`config.mk`:
```
export PLATFORM = sky130hd
export DESIGN_NAME = iambic_morse_keyer
export DESIGN_NICKNAME = d
export VERILOG_FILES = /design/src/rtl/imk_pkg.sv /design/src/rtl/iambic_morse_keyer.sv /design/src/rtl/imk_csr.sv /design/src/rtl/imk_core.sv
export SDC_FILE = /design/constraint.sdc
export NUM_CORES = 1
export LEC_CHECK = 0
export ABC_AREA = 1
export BUFFER_PORTS_ARGS = -buffer_cell sky130_fd_sc_hd__buf_4
export CAP_MARGIN = 20
export CORE_MARGIN = 3
export CORE_UTILIZATION = 30
export DETAILED_ROUTE_END_ITERATION = 8
export SLEW_MARGIN = 20
export SYNTH_ARGS = -nofsm -noshare
export SYNTH_HDL_FRONTEND = slang
export SYNTH_SLANG_ARGS = --single-unit
export TNS_END_PERCENT = 100
```
`constraint.sdc`:
```
create_clock -name clock -period 5.92 [get_ports clock]
set_clock_uncertainty 0.05 [all_clocks]
set_input_delay 0.888 -clock clock [delete_from_list [all_inputs] [get_ports clock]]
set_output_delay 0.888 -clock clock [all_outputs]
set_load 0.01 [all_outputs]
```
`src/rtl/imk_pkg.sv`:
```
// imk_pkg: shared constants, types and length lookups for the iambic keyer
// no dependencies; imported by every rtl file of the keyer
`timescale 1ns / 1ps

package imk_pkg;

   localparam int TIMER_BITS = 12;
   localparam int DAH_DITS   = 3;
   localparam int DIT_BITS   = 11;
   localparam int WPM_BITS   = 7;
   localparam int PROD_BITS  = (DIT_BITS + 3 > TIMER_BITS) ? DIT_BITS + 3 : TIMER_BITS;

   localparam logic [TIMER_BITS-1:0] TIMER_MAX    = {TIMER_BITS{1'b1}};
   localparam logic [TIMER_BITS-1:0] INTERVAL_CAP = TIMER_MAX - 1'b1;

   // keyer mode codes, mode three runs as iambic a
   localparam logic [1:0] MODE_STRAIGHT = 2'd0;
   localparam logic [1:0] MODE_IAMBIC_A = 2'd1;
   localparam logic [1:0] MODE_IAMBIC_B = 2'd2;

   // key line event codes
   localparam logic [1:0] KEY_NONE    = 2'd0;
   localparam logic [1:0] KEY_PRESS   = 2'd1;
   localparam logic [1:0] KEY_RELEASE = 2'd2;

   // stuck key event codes
   localparam logic [1:0] ERR_NONE  = 2'd0;
   localparam logic [1:0] ERR_STUCK = 2'd1;
   localparam logic [1:0] ERR_CLEAR = 2'd2;

   // 1200 / wpm in ms, zero speed read as one wpm
   localparam logic [DIT_BITS-1:0] DIT_TABLE [2**WPM_BITS] = '{
      1200, 1200, 600, 400, 300, 240, 200, 171, 150, 133, 120, 109, 100, 92, 85, 80,
      75, 70, 66, 63, 60, 57, 54, 52, 50, 48, 46, 44, 42, 41, 40, 38,
      37, 36, 35, 34, 33, 32, 31, 30, 30, 29, 28, 27, 27, 26, 26, 25,
      25, 24, 24, 23, 23, 22, 22, 21, 21, 21, 20, 20, 20, 19, 19, 19,
      18, 18, 18, 17, 17, 17, 17, 16, 16, 16, 16, 16, 15, 15, 15, 15,
      15, 14, 14, 14, 14, 14, 13, 13, 13, 13, 13, 13, 13, 12, 12, 12,
      12, 12, 12, 12, 12, 11, 11, 11, 11, 11, 11, 11, 11, 11, 10, 10,
      10, 10, 10, 10, 10, 10, 10, 10, 10, 9, 9, 9, 9, 9, 9, 9
   };

   typedef struct packed {
      logic [1:0]            mode;
      logic                  swap;
      logic [TIMER_BITS-1:0] dit_len;
      logic [TIMER_BITS-1:0] dah_len;
   } imk_cfg_type;

   function automatic logic [TIMER_BITS-1:0] dit_length(input logic [WPM_BITS-1:0] wpm);
      logic [PROD_BITS-1:0] dit;
      dit = PROD_BITS'(DIT_TABLE[wpm]);
      if (dit > PROD_BITS'(INTERVAL_CAP)) begin
         dit = PROD_BITS'(INTERVAL_CAP);
      end
      return dit[TIMER_BITS-1:0];
   endfunction

   function automatic logic [TIMER_BITS-1:0] dah_length(input logic [WPM_BITS-1:0] wpm);
      logic [PROD_BITS-1:0] prod;
      prod = PROD_BITS'(DIT_TABLE[wpm]) * PROD_BITS'(DAH_DITS);
      if (prod > PROD_BITS'(INTERVAL_CAP)) begin
         prod = PROD_BITS'(INTERVAL_CAP);
      end
      return prod[TIMER_BITS-1:0];
   endfunction

endpackage

```
`src/rtl/iambic_morse_keyer.sv`:
```
// iambic_morse_keyer: top level, register file plus keyer core
// depends on imk_pkg, imk_csr and imk_core
//
//  channel  direction  handshake             payload
//  req      in         req_valid/req_stall   tip_pressed, ring_pressed, ms_elapsed
//  rsp      out        rsp_valid/rsp_stall   key_event, error_event, key_down
//  csr      in/out     psel/penable/pready   mode 0x0, wpm 0x4, swap 0x8
//
// one item per cycle while req_stall is low; each item's result is registered
// the keyer state updates in one step per item, feeding a result register
// a two-deep result buffer lets one more item in while rsp is stalled
// synchronous active-high reset: idle, 12 wpm, straight mode, no swap
`timescale 1ns / 1ps

module iambic_morse_keyer (
   input  logic        clock,
   input  logic        reset,
   input  logic        req_valid,
   output logic        req_stall,
   input  logic        req_tip_pressed,
   input  logic        req_ring_pressed,
   input  logic        req_ms_elapsed,
   output logic        rsp_valid,
   input  logic        rsp_stall,
   output logic [1:0]  rsp_key_event,
   output logic [1:0]  rsp_error_event,
   output logic        rsp_key_down,
   input  logic        csr_psel,
   input  logic        csr_penable,
   input  logic        csr_pwrite,
   input  logic [3:0]  csr_paddr,
   input  logic [31:0] csr_pwdata,
   output logic [31:0] csr_prdata,
   output logic        csr_pready
);
   import imk_pkg::*;

   imk_cfg_type cfg;

   imk_csr u_csr (
      .clock       (clock),
      .reset       (reset),
      .csr_psel    (csr_psel),
      .csr_penable (csr_penable),
      .csr_pwrite  (csr_pwrite),
      .csr_paddr   (csr_paddr),
      .csr_pwdata  (csr_pwdata),
      .csr_prdata  (csr_prdata),
      .csr_pready  (csr_pready),
      .cfg         (cfg)
   );

   imk_core u_core (
      .clock            (clock),
      .reset            (reset),
      .cfg              (cfg),
      .req_valid        (req_valid),
      .req_stall        (req_stall),
      .req_tip_pressed  (req_tip_pressed),
      .req_ring_pressed (req_ring_pressed),
      .req_ms_elapsed   (req_ms_elapsed),
      .rsp_valid        (rsp_valid),
      .rsp_stall        (rsp_stall),
      .rsp_key_event    (rsp_key_event),
      .rsp_error_event  (rsp_error_event),
      .rsp_key_down     (rsp_key_down)
   );

endmodule

```
`src/rtl/imk_csr.sv`:
```
// imk_csr: apb-style register file for mode, speed and paddle swap
// depends on imk_pkg; element lengths are looked up when speed is written
`timescale 1ns / 1ps

module imk_csr (
   input  logic                 clock,
   input  logic                 reset,
   input  logic                 csr_psel,
   input  logic                 csr_penable,
   input  logic                 csr_pwrite,
   input  logic [3:0]           csr_paddr,
   input  logic [31:0]          csr_pwdata,
   output logic [31:0]          csr_prdata,
   output logic                 csr_pready,
   output imk_pkg::imk_cfg_type cfg
);
   import imk_pkg::*;

   localparam logic [1:0] REG_MODE = 2'd0;
   localparam logic [1:0] REG_WPM  = 2'd1;
   localparam logic [1:0] REG_SWAP = 2'd2;

   localparam logic [WPM_BITS-1:0] WPM_RESET = 7'd12;

   logic [1:0]            mode_ff;
   logic [WPM_BITS-1:0]   wpm_ff;
   logic                  swap_ff;
   logic [TIMER_BITS-1:0] dit_ff;
   logic [TIMER_BITS-1:0] dah_ff;
   logic                  wr_en;
   logic [1:0]            reg_index;

   assign csr_pready = 1'b1;
   assign wr_en      = csr_psel & csr_penable & csr_pwrite;
   assign reg_index  = csr_paddr[3:2];

   always_ff @(posedge clock) begin
      if (reset) begin
         mode_ff <= MODE_STRAIGHT;
         wpm_ff  <= WPM_RESET;
         swap_ff <= 1'b0;
         dit_ff  <= dit_length(WPM_RESET);
         dah_ff  <= dah_length(WPM_RESET);
      end else if (wr_en) begin
         unique case (reg_index)
            REG_MODE: begin
               mode_ff <= csr_pwdata[1:0];
            end
            REG_WPM: begin
               wpm_ff <= csr_pwdata[WPM_BITS-1:0];
               dit_ff <= dit_length(csr_pwdata[WPM_BITS-1:0]);
               dah_ff <= dah_length(csr_pwdata[WPM_BITS-1:0]);
            end
            REG_SWAP: begin
               swap_ff <= csr_pwdata[0];
            end
            default: begin
            end
         endcase
      end
   end

   always_comb begin
      unique case (reg_index)
         REG_MODE: csr_prdata = {30'd0, mode_ff};
         REG_WPM:  csr_prdata = {{(32 - WPM_BITS){1'b0}}, wpm_ff};
         REG_SWAP: csr_prdata = {31'd0, swap_ff};
         default:  csr_prdata = 32'd0;
      endcase
   end

   assign cfg.mode    = mode_ff;
   assign cfg.swap    = swap_ff;
   assign cfg.dit_len = dit_ff;
   assign cfg.dah_len = dah_ff;

endmodule

```
`src/rtl/imk_core.sv`:
```
// imk_core: keyer state machine, stuck key check, ms timer and result skid buffer
// depends on imk_pkg; configuration arrives from imk_csr as a struct
`timescale 1ns / 1ps

module imk_core (
   input  logic                 clock,
   input  logic                 reset,
   input  imk_pkg::imk_cfg_type cfg,
   input  logic                 req_valid,
   output logic                 req_stall,
   input  logic                 req_tip_pressed,
   input  logic                 req_ring_pressed,
   input  logic                 req_ms_elapsed,
   output logic                 rsp_valid,
   input  logic                 rsp_stall,
   output logic [1:0]           rsp_key_event,
   output logic [1:0]           rsp_error_event,
   output logic                 rsp_key_down
);
   import imk_pkg::*;

   typedef enum logic [2:0] {
      PH_IDLE    = 3'd0,
      PH_CHK_DIT = 3'd1,
      PH_CHK_DAH = 3'd2,
      PH_PREP    = 3'd3,
      PH_KEYED   = 3'd4,
      PH_GAP     = 3'd5
   } phase_type;

   phase_type             phase_ff, phase_in;
   logic                  dit_lat_ff, dit_lat_in;
   logic                  dah_lat_ff, dah_lat_in;
   logic                  dit_prog_ff, dit_prog_in;
   logic                  passed_ff, passed_in;
   logic                  err_ff, err_in;
   logic                  line_ff, line_in;
   logic [TIMER_BITS-1:0] elapsed_ff, elapsed_in;
   logic [TIMER_BITS-1:0] interval_ff, interval_in;
   logic [1:0]            kev, eev;
   logic                  dit_set, dah_set;

   logic                  out_v_ff;
   logic [1:0]            out_kev_ff, out_eev_ff;
   logic                  out_down_ff;
   logic                  skid_v_ff;
   logic [1:0]            skid_kev_ff, skid_eev_ff;
   logic                  skid_down_ff;
   logic                  accept, out_free;

   assign req_stall = skid_v_ff;
   assign accept    = req_valid & ~skid_v_ff;
   assign out_free  = ~out_v_ff | ~rsp_stall;

   always_comb begin
      phase_in    = phase_ff;
      dit_lat_in  = dit_lat_ff;
      dah_lat_in  = dah_lat_ff;
      dit_prog_in = dit_prog_ff;
      passed_in   = passed_ff;
      err_in      = err_ff;
      line_in     = line_ff;
      interval_in = interval_ff;
      kev         = KEY_NONE;
      eev         = ERR_NONE;
      elapsed_in  = (req_ms_elapsed && elapsed_ff != TIMER_MAX) ? elapsed_ff + 1'b1
                                                              : elapsed_ff;
      // paddle mapping after optional swap
      dit_set = cfg.swap ? req_ring_pressed : req_tip_pressed;
      dah_set = cfg.swap ? req_tip_pressed : req_ring_pressed;

      if (cfg.mode == MODE_STRAIGHT) begin
         if (req_tip_pressed) begin
            if (!passed_ff) begin
               if (!err_ff) begin
                  err_in = 1'b1;
                  eev    = ERR_STUCK;
               end
            end else if (!line_ff) begin
               line_in = 1'b1;
               kev     = KEY_PRESS;
            end
         end else begin
            passed_in = 1'b1;
            if (err_ff) begin
               err_in = 1'b0;
               eev    = ERR_CLEAR;
            end
            if (line_ff) begin
               line_in = 1'b0;
               kev     = KEY_RELEASE;
            end
         end
      end else begin
         unique case (phase_ff)
            PH_CHK_DIT: begin
               if (dit_lat_ff) begin
                  dit_prog_in = 1'b1;
                  interval_in = cfg.dit_len;
                  phase_in    = PH_PREP;
               end else begin
                  phase_in = PH_CHK_DAH;
               end
            end
            PH_CHK_DAH: begin
               if (dah_lat_ff) begin
                  interval_in = cfg.dah_len;
                  phase_in    = PH_PREP;
               end else begin
                  phase_in = PH_IDLE;
               end
            end
            PH_PREP: begin
               if (!line_ff) begin
                  kev = KEY_PRESS;
               end
               line_in    = 1'b1;
               elapsed_in = '0;
               dit_lat_in = 1'b0;
               dah_lat_in = 1'b0;
               phase_in   = PH_KEYED;
            end
            PH_KEYED: begin
               if (elapsed_in > interval_ff) begin
                  if (line_ff) begin
                     kev = KEY_RELEASE;
                  end
                  line_in     = 1'b0;
                  elapsed_in  = '0;
                  interval_in = cfg.dit_len;
                  phase_in    = PH_GAP;
               end else if (cfg.mode == MODE_IAMBIC_B) begin
                  dit_lat_in = dit_lat_ff | dit_set;
                  dah_lat_in = dah_lat_ff | dah_set;
               end
            end
            PH_GAP: begin
               dit_lat_in = dit_lat_ff | dit_set;
               dah_lat_in = dah_lat_ff | dah_set;
               if (elapsed_in > interval_ff) begin
                  if (dit_prog_ff) begin
                     dit_lat_in  = 1'b0;
                     dit_prog_in = 1'b0;
                     phase_in    = PH_CHK_DAH;
                  end else begin
                     dah_lat_in = 1'b0;
                     phase_in   = PH_IDLE;
                  end
               end
            end
            default: begin
               // idle, and the unused phase codes
               if (req_tip_pressed || req_ring_pressed || dit_lat_ff || dah_lat_ff) begin
                  if (!passed_ff) begin
                     if (!err_ff) begin
                        err_in = 1'b1;
                        eev    = ERR_STUCK;
                     end
                  end else begin
                     dit_lat_in = dit_lat_ff | dit_set;
                     dah_lat_in = dah_lat_ff | dah_set;
                     phase_in   = PH_CHK_DIT;
                  end
               end else begin
                  passed_in = 1'b1;
                  if (err_ff) begin
                     err_in = 1'b0;
                     eev    = ERR_CLEAR;
                  end
                  phase_in = PH_IDLE;
               end
            end
         endcase
      end
   end

   always_ff @(posedge clock) begin
      if (reset) begin
         phase_ff    <= PH_IDLE;
         dit_lat_ff  <= 1'b0;
         dah_lat_ff  <= 1'b0;
         dit_prog_ff <= 1'b0;
         passed_ff   <= 1'b0;
         err_ff      <= 1'b0;
         line_ff     <= 1'b0;
         elapsed_ff  <= '0;
         interval_ff <= '0;
         out_v_ff    <= 1'b0;
         skid_v_ff   <= 1'b0;
      end else begin
         if (accept) begin
            phase_ff    <= phase_in;
            dit_lat_ff  <= dit_lat_in;
            dah_lat_ff  <= dah_lat_in;
            dit_prog_ff <= dit_prog_in;
            passed_ff   <= passed_in;
            err_ff      <= err_in;
            line_ff     <= line_in;
            elapsed_ff  <= elapsed_in;
            interval_ff <= interval_in;
         end
         if (out_free) begin
            if (skid_v_ff) begin
               out_v_ff  <= 1'b1;
               skid_v_ff <= 1'b0;
            end else begin
               out_v_ff <= accept;
            end
         end else if (accept) begin
            skid_v_ff <= 1'b1;
         end
      end
   end

   // result payload, no reset needed
   always_ff @(posedge clock) begin
      if (out_free) begin
         if (skid_v_ff) begin
            out_kev_ff  <= skid_kev_ff;
            out_eev_ff  <= skid_eev_ff;
            out_down_ff <= skid_down_ff;
         end else if (accept) begin
            out_kev_ff  <= kev;
            out_eev_ff  <= eev;
            out_down_ff <= line_in;
         end
      end else if (accept) begin
         skid_kev_ff  <= kev;
         skid_eev_ff  <= eev;
         skid_down_ff <= line_in;
      end
   end

   assign rsp_valid       = out_v_ff;
   assign rsp_key_event   = out_kev_ff;
   assign rsp_error_event = out_eev_ff;
   assign rsp_key_down    = out_down_ff;

endmodule

```
==> results of run 1 <==
sequential cells by signal, summed over array words and instances, names as in the netlist, 2 cells and up:
signal / cells
u_csr.dit_ff: 11
u_core.skid_kev_ff: 2
u_core.rsp_key_event: 2
u_core.rsp_error_event: 2
u_csr.dah_ff: 12
u_csr.wpm_ff: 7
u_core.interval_ff: 12
u_core.skid_eev_ff: 2
u_core.elapsed_ff: 12
u_core.phase_ff: 3
u_csr.mode_ff: 2
worst min-delay path by stage:
stage,depth (start not counted),to,startpoint,slack (ns)
after floorplan,2,u_core.interval_ff[10]$_SDFFE_PP0P_,u_core.interval_ff[10]$_SDFFE_PP0P_,0.38
after global placement,2,u_core.interval_ff[6]$_SDFFE_PP0P_,u_core.interval_ff[6]$_SDFFE_PP0P_,0.40
after detailed placement,2,u_core.interval_ff[6]$_SDFFE_PP0P_,u_core.interval_ff[6]$_SDFFE_PP0P_,0.41
after CTS,2,u_core.interval_ff[6]$_SDFFE_PP0P_,u_core.interval_ff[6]$_SDFFE_PP0P_,0.41
after global routing,2,u_core.interval_ff[8]$_SDFFE_PP0P_,u_core.interval_ff[8]$_SDFFE_PP0P_,0.43
final,2,u_core.interval_ff[4]$_SDFFE_PP0P_,u_core.interval_ff[4]$_SDFFE_PP0P_,0.41
per-stage QoR:
step	power, mW	area [um^2]	setup slack (ns)	cells
after floorplan	0.793	5980	2.36	944
after CTS	1.45	6510	1.80	1195
after global placement	0.846	6180	1.51	1179
final	1.44	6510	1.83	1195
after global routing	1.51	6510	1.43	1195
after detailed placement	0.848	6180	1.45	1179
worst max-delay path: stages:
cell,delay (ns)
buf_4,0.13
inv_1,0.20
ha_1,0.25
or2_2,0.32
o211ai_1,0.10
nand4_1,0.12
o221ai_1,0.50
ha_1,0.40
nand2_1,0.08
nand2_1,0.06
nand2_1,0.08
nand3_1,0.11
nand2_1,0.12
nand2_1,0.07
a21oi_1,0.44
nand2_2,0.19
o21ai_1,0.16
inv_1,0.04
cells by family (layout without fill, tap and decap cells):
logic type | count (synthesis) | after routing | share of synthesized area (%)
buffers and inverters | 187 | 178 | 14.5
AND/OR/NAND/NOR | 440 | 440 | 32.0
XOR/XNOR | 10 | 10 | 1.49
other | 2 | 26 | 0.128
flip-flops | 78 | 78 | 28.2
AO/OA/AOI/OAI | 163 | 163 | 15.0
adder cells (fa/ha/maj) | 40 | 40 | 8.63
area by class of cell:
cell class	instances	share of cell area [%]
Multi-Input combinational cell	679	53.2
Timing Repair Buffer	33	3.81
Clock inverter	6	1.44
Sequential cell	78	25.5
Tap cell	260	5.00
Clock buffer	10	3.57
Inverter	129	7.44
routing by layer:
metal,vias to the layer above,share of wire (%),GRT usage (%)
li1,2929,-,-
met1,2396,49,16.5
met2,97,46,20.2
met3,16,3.6,1.80
met4,0,1.1,3.67
met5,-,0,0
placed cells by master (no fill, tap or decap), drive strengths merged, types with 2 or more instances in the layout:
cell type,instances
nand3,73
bufinv,2
o22ai,2
a21oi,78
or2,7
conb,26
buf,33
xor2,9
nor2,91
clkbuf,10
nor3,10
edfxtp,10
inv,130
nand2,241
nand4,11
o211ai,8
nand3b,4
ha,39
clkinv,2
o21ai,64
dfxtp,68
o21a,3
o2111ai,2
power by group through the flow:
stage	clock network (mW)	logic, mW	registers, mW
2_1_floorplan	0	0.219	0.574
3_3_place_gp	0	0.269	0.576
3_5_place_dp	0	0.271	0.577
4_1_cts	0.616	0.272	0.565
5_1_grt	0.635	0.312	0.567
6_report	0.601	0.271	0.565
==> results.cfg, run 1 <==
[floorplanning]
die_area_mm2 = 0.0213
fp.dieH_um = 146
io-pin-count = 86
die_w_um = 146
coreArea_mm2 = 0.0190
placementRows = 50
start_util_pct = 31.0

[clocking]
cts_setup_buffers = 0
cts-root-buf = clkbuf_16
cts_resized = 0
cts.sinks = 78
clock_latency_ns = 0.33
cts_hold_buf = 0
clk_pin_slew_worst_paths_ns = 0.06
htreeDepth = 3
numCtsBuffers = 9
clk_path_buf_depth = 2
cts_tree = done

[timing]
worst_pin_slew_ns = 0.908
holdWs_ns = 0.407
fin_crit_sh_pct = 69.1
hold_violations = 0
grt_setup_unrepaired = false
setup_viol = 0
tns_ns = 0
period_minus_slack_ns = 4.09
maxSlewViolCount = 0
slew-limit-headroom_pct = 39.1
timing.fmax_ghz = 0.244

[detailed_routing]
drtIter0Drc = 315
routed_via_density = 4.55
wl_per_cell_um = 11.3
ant_nets = 0
drc = 0
first_pass_iters = 6
routed_wl_um = 13500
vias = 5438

[critical_path]
endpoint = u_csr.dah_ff[9]$_SDFFE_PP0P_
reg2reg_depth = 19
path_max_fanout = 10
r2r_end = u_core.elapsed_ff[8]$_SDFFE_PP0P_
ff2ff_setup_slack_ns = 1.91
end_kind = register
crit_type = input port to register
worstReg2RegStart = u_core.elapsed_ff[0]$_SDFFE_PP0P_
arrival_ns = 4.27
critPathLaunch = csr_pwdata[1]
critPathLaunchType = input port
required_ns = 6.10

[cells_and_area]
nNetsFinal = 1016
ff_latch_area_mm2 = 0.00166
drive_above_1_share_pct = 8.45
area_growth_pct = 10.5
nFillCells = 2115
finalCoreUtilization_pct = 34.2
multi_input_comb_area_mm2 = 0.00346
antenna_cells = 0

[power]
powerDensity_mw_per_mm2 = 221
p_sw_mw = 0.414
cell_internal_pwr_mw = 1.02
seq_power_share_pct = 39.3
vdd_ir_drop_max_mv = 0.132
swShare_pct = 28.8
p_comb_share_pct = 18.8
power.leakage_nw = 3.09
pwr-share-clk_pct = 41.8

[logic_synthesis]
synthTopCellsByArea = dfxtp_1 (23%), nand2_1 (15%), ha_1 (8.3%)
synthTopCellsByCount = nand2_1 (237), inv_1 (120), nor2_1 (88)
synth-edff-count = 10
ys_ff_latch = 78
ys_types = 47
avgSynthCellArea_um2 = 6.40
yosysTopAreaCell = dfxtp_1
synth_warnings = 0
ys.flop_type = dfxtp_1
synthesis.area_mm2 = 0.00589
netlist_instances = 920
yosysTopAreaCellShare_pct = 23.1
async_reset_ff_share_pct = 0
ys_seq_area_share_pct = 28.2
yosysMostFrequentCell = nand2_1

[grt]
grt_antenna_before_repair = 0
grt_pass1_wl_um = 22200
grt_remaining_overflow = 0
grt_max_degree = 40
grt_pass1_vias = 4745
grt_use_total_pct = 12.2

[job]
drv_cap = 0

[place]
place_congestion = 0.898
port_buffers = 32
dp_hpwl_um = 10300

[outcome]
outcome = complete, no violations

[worst_hold_path]
hp-class = register to register
(Power assumes the default switching activity.)
==> run 2: changes to the inputs <==
==> constraint.sdc (replaced) <==
create_clock -name clock -period 3.52 [get_ports clock]
set_clock_uncertainty 0.05 [all_clocks]
set_input_delay 0.528 -clock clock [delete_from_list [all_inputs] [get_ports clock]]
set_output_delay 0.528 -clock clock [all_outputs]
set_load 0.01 [all_outputs]
==> results.cfg, run 2 (synthesis results as in run 1) <==
[critical_path]
path_cells = buf_4, inv_1, buf_4, ha_1, inv_1, nand3_1, nand3_1, nand3_1, nand3_1, nand2_1, ha_1, fa_1, nand2_1, nand2_2, nand3_1, nand3_1, nand2_1, nand3_1, nor2_1, nand3_2, nand2_4, inv_2, a21oi_1
critPathLaunchType = input port
ff2ff_setup_slack_ns = 0.37
slowest_delay_ns = 0.40
critPathTopFamily = simple AND/OR/NAND/NOR gates
crit_path_frequent_cell = nand3_1
end_kind = register
arrival_ns = 3.42
path_max_fanout = 5
crit_type = input port to register
critPathBufInv = 5
required_ns = 3.73
slowest_stage = fa_1

[clocking]
clock_latency_ns = 0.34
cts_setup_buffers = 0
cts_resized = 0
cts-root-buf = clkbuf_16
clk_path_buf_depth = 2
cts_tree = done
clk_pin_slew_worst_paths_ns = 0.06
cts_hold_buf = 0
cts.sinks = 78
htreeDepth = 3
numCtsBuffers = 9

[timing]
setup_viol = 0
fin_crit_sh_pct = 91.1
slew-limit-headroom_pct = 58.7
maxSlewViolCount = 0
tns_ns = 0
grt_setup_unrepaired = false
setup_ws_ns = 0.312
period_minus_slack_ns = 3.21
hold_violations = 0
worst_pin_slew_ns = 0.618
timing.fmax_ghz = 0.312

[cells_and_area]
final_cell_mix = nand2_1 (234), inv_1 (120), nor2_1 (87), buf_4 (87), a21oi_1 (72)
top_regs = u_core.elapsed_ff (12), u_core.interval_ff (12), u_csr.dah_ff (12)
nNetsFinal = 1072
final_common_cell = nand2_1
antenna_cells = 0
drive_above_1_share_pct = 14.3
area_growth_pct = 19.0
multi_input_comb_area_mm2 = 0.00350
ff_latch_area_mm2 = 0.00166
finalNonFillerCells = 1251
nFillCells = 2116

[detailed_routing]
drtIter0Drc = 271
first_pass_iters = 5
routed_wl_um = 14300
ant_nets = 0
vias = 5611
wl_per_cell_um = 11.4
routed_via_density = 4.49
drc = 0

[place]
dpl.cell_count = 1235
port_buffers = 32
place_congestion = 0.921
dp_hpwl_um = 11000
preCtsSetupSlack_ns = -0.0675

[power]
swShare_pct = 27.9
power.leakage_nw = 3.39
seq_power_share_pct = 37.3
finalPower_mw = 2.54
cell_internal_pwr_mw = 1.83
p_comb_share_pct = 21.2
vdd_ir_drop_max_mv = 0.267
pwr-share-clk_pct = 41.5
powerDensity_mw_per_mm2 = 363
p_sw_mw = 0.710

[floorplanning]
io-pin-count = 86
fp.dieH_um = 146
die_area_mm2 = 0.0213
start_util_pct = 31.0
coreArea_mm2 = 0.0190
die_w_um = 146
placementRows = 50

[grt]
grt_max_degree = 39
grt_use_total_pct = 13.0
grt_pass1_wl_um = 23700
grt_pass1_vias = 5021
grt_antenna_before_repair = 0
grt_remaining_overflow = 0

[job]
drv_cap = 0

[outcome]
outcome = complete, no violations

[worst_hold_path]
hp-class = register to register
==> run 2: changes by cell type in the layout (fill, tap and decap cells not counted), sizes merged <==
cell / before / now
buf: 33 / 89
clkbuf: 10 / 12
clkinv: 2 / 1
inv: 130 / 129
==> run 2: power by group through the flow <==
stage,sequential [mW],combinational (mW),clock (mW)
2_1_floorplan,0.966,0.368,0
3_3_place_gp,0.966,0.525,0
3_5_place_dp,0.967,0.529,0
4_1_cts,0.948,0.532,1.08
5_1_grt,0.951,0.609,1.11
6_report,0.948,0.539,1.06
==> run 2: worst paths after layout <==
| kind | start | to | cells after the start |
|---|---|---|---|
| min reg2reg | u_core.interval_ff[6]$_SDFFE_PP0P_ | u_core.interval_ff[6]$_SDFFE_PP0P_ | 2 |
| max | csr_pwdata[0] | u_csr.dah_ff[6]$_SDFFE_PP0P_ | 23 |
| max reg2reg | u_core.elapsed_ff[0]$_SDFFE_PP0P_ | u_core.interval_ff[11]$_SDFFE_PP0P_ | 22 |
| min | u_core.interval_ff[6]$_SDFFE_PP0P_ | u_core.interval_ff[6]$_SDFFE_PP0P_ | 2 |
==> run 2: tightest hold or removal path: stages (launching register included) <==
cell     delay [ns]
dfxtp_1        0.29
inv_1          0.06
a21oi_1        0.05
==> run 2: routing by layer <==
metal  GRT usage, %  share of wire, %  up-vias
li1               -                 -     3039
met1           17.7                48     2471
met2           21.5                47       86
met3           2.20               3.4       15
met4           3.62               1.4        0
met5              0                 0        -
==> run 2: area by class of cell <==
cell class / instances / area share, %
sequential: 78 / 23.7
clock buffer: 12 / 3.82
multi-input combinational: 679 / 49.9
inverter: 129 / 6.91
tap: 260 / 4.64
clock inverter: 4 / 1.09
timing repair buffer: 89 / 9.89
==> run 2: stage by stage <==
step / hold slack, ns / util [%] / cell area, um^2
6_report: 0.407 / 36.8 / 7010
4_1_cts: 0.414 / 36.7 / 6970
2_1_floorplan: 0.383 / - / 5980
3_3_place_gp: 0.399 / 34.9 / 6630
3_5_place_dp: 0.405 / 34.9 / 6630
5_1_grt: 0.435 / 36.8 / 7010
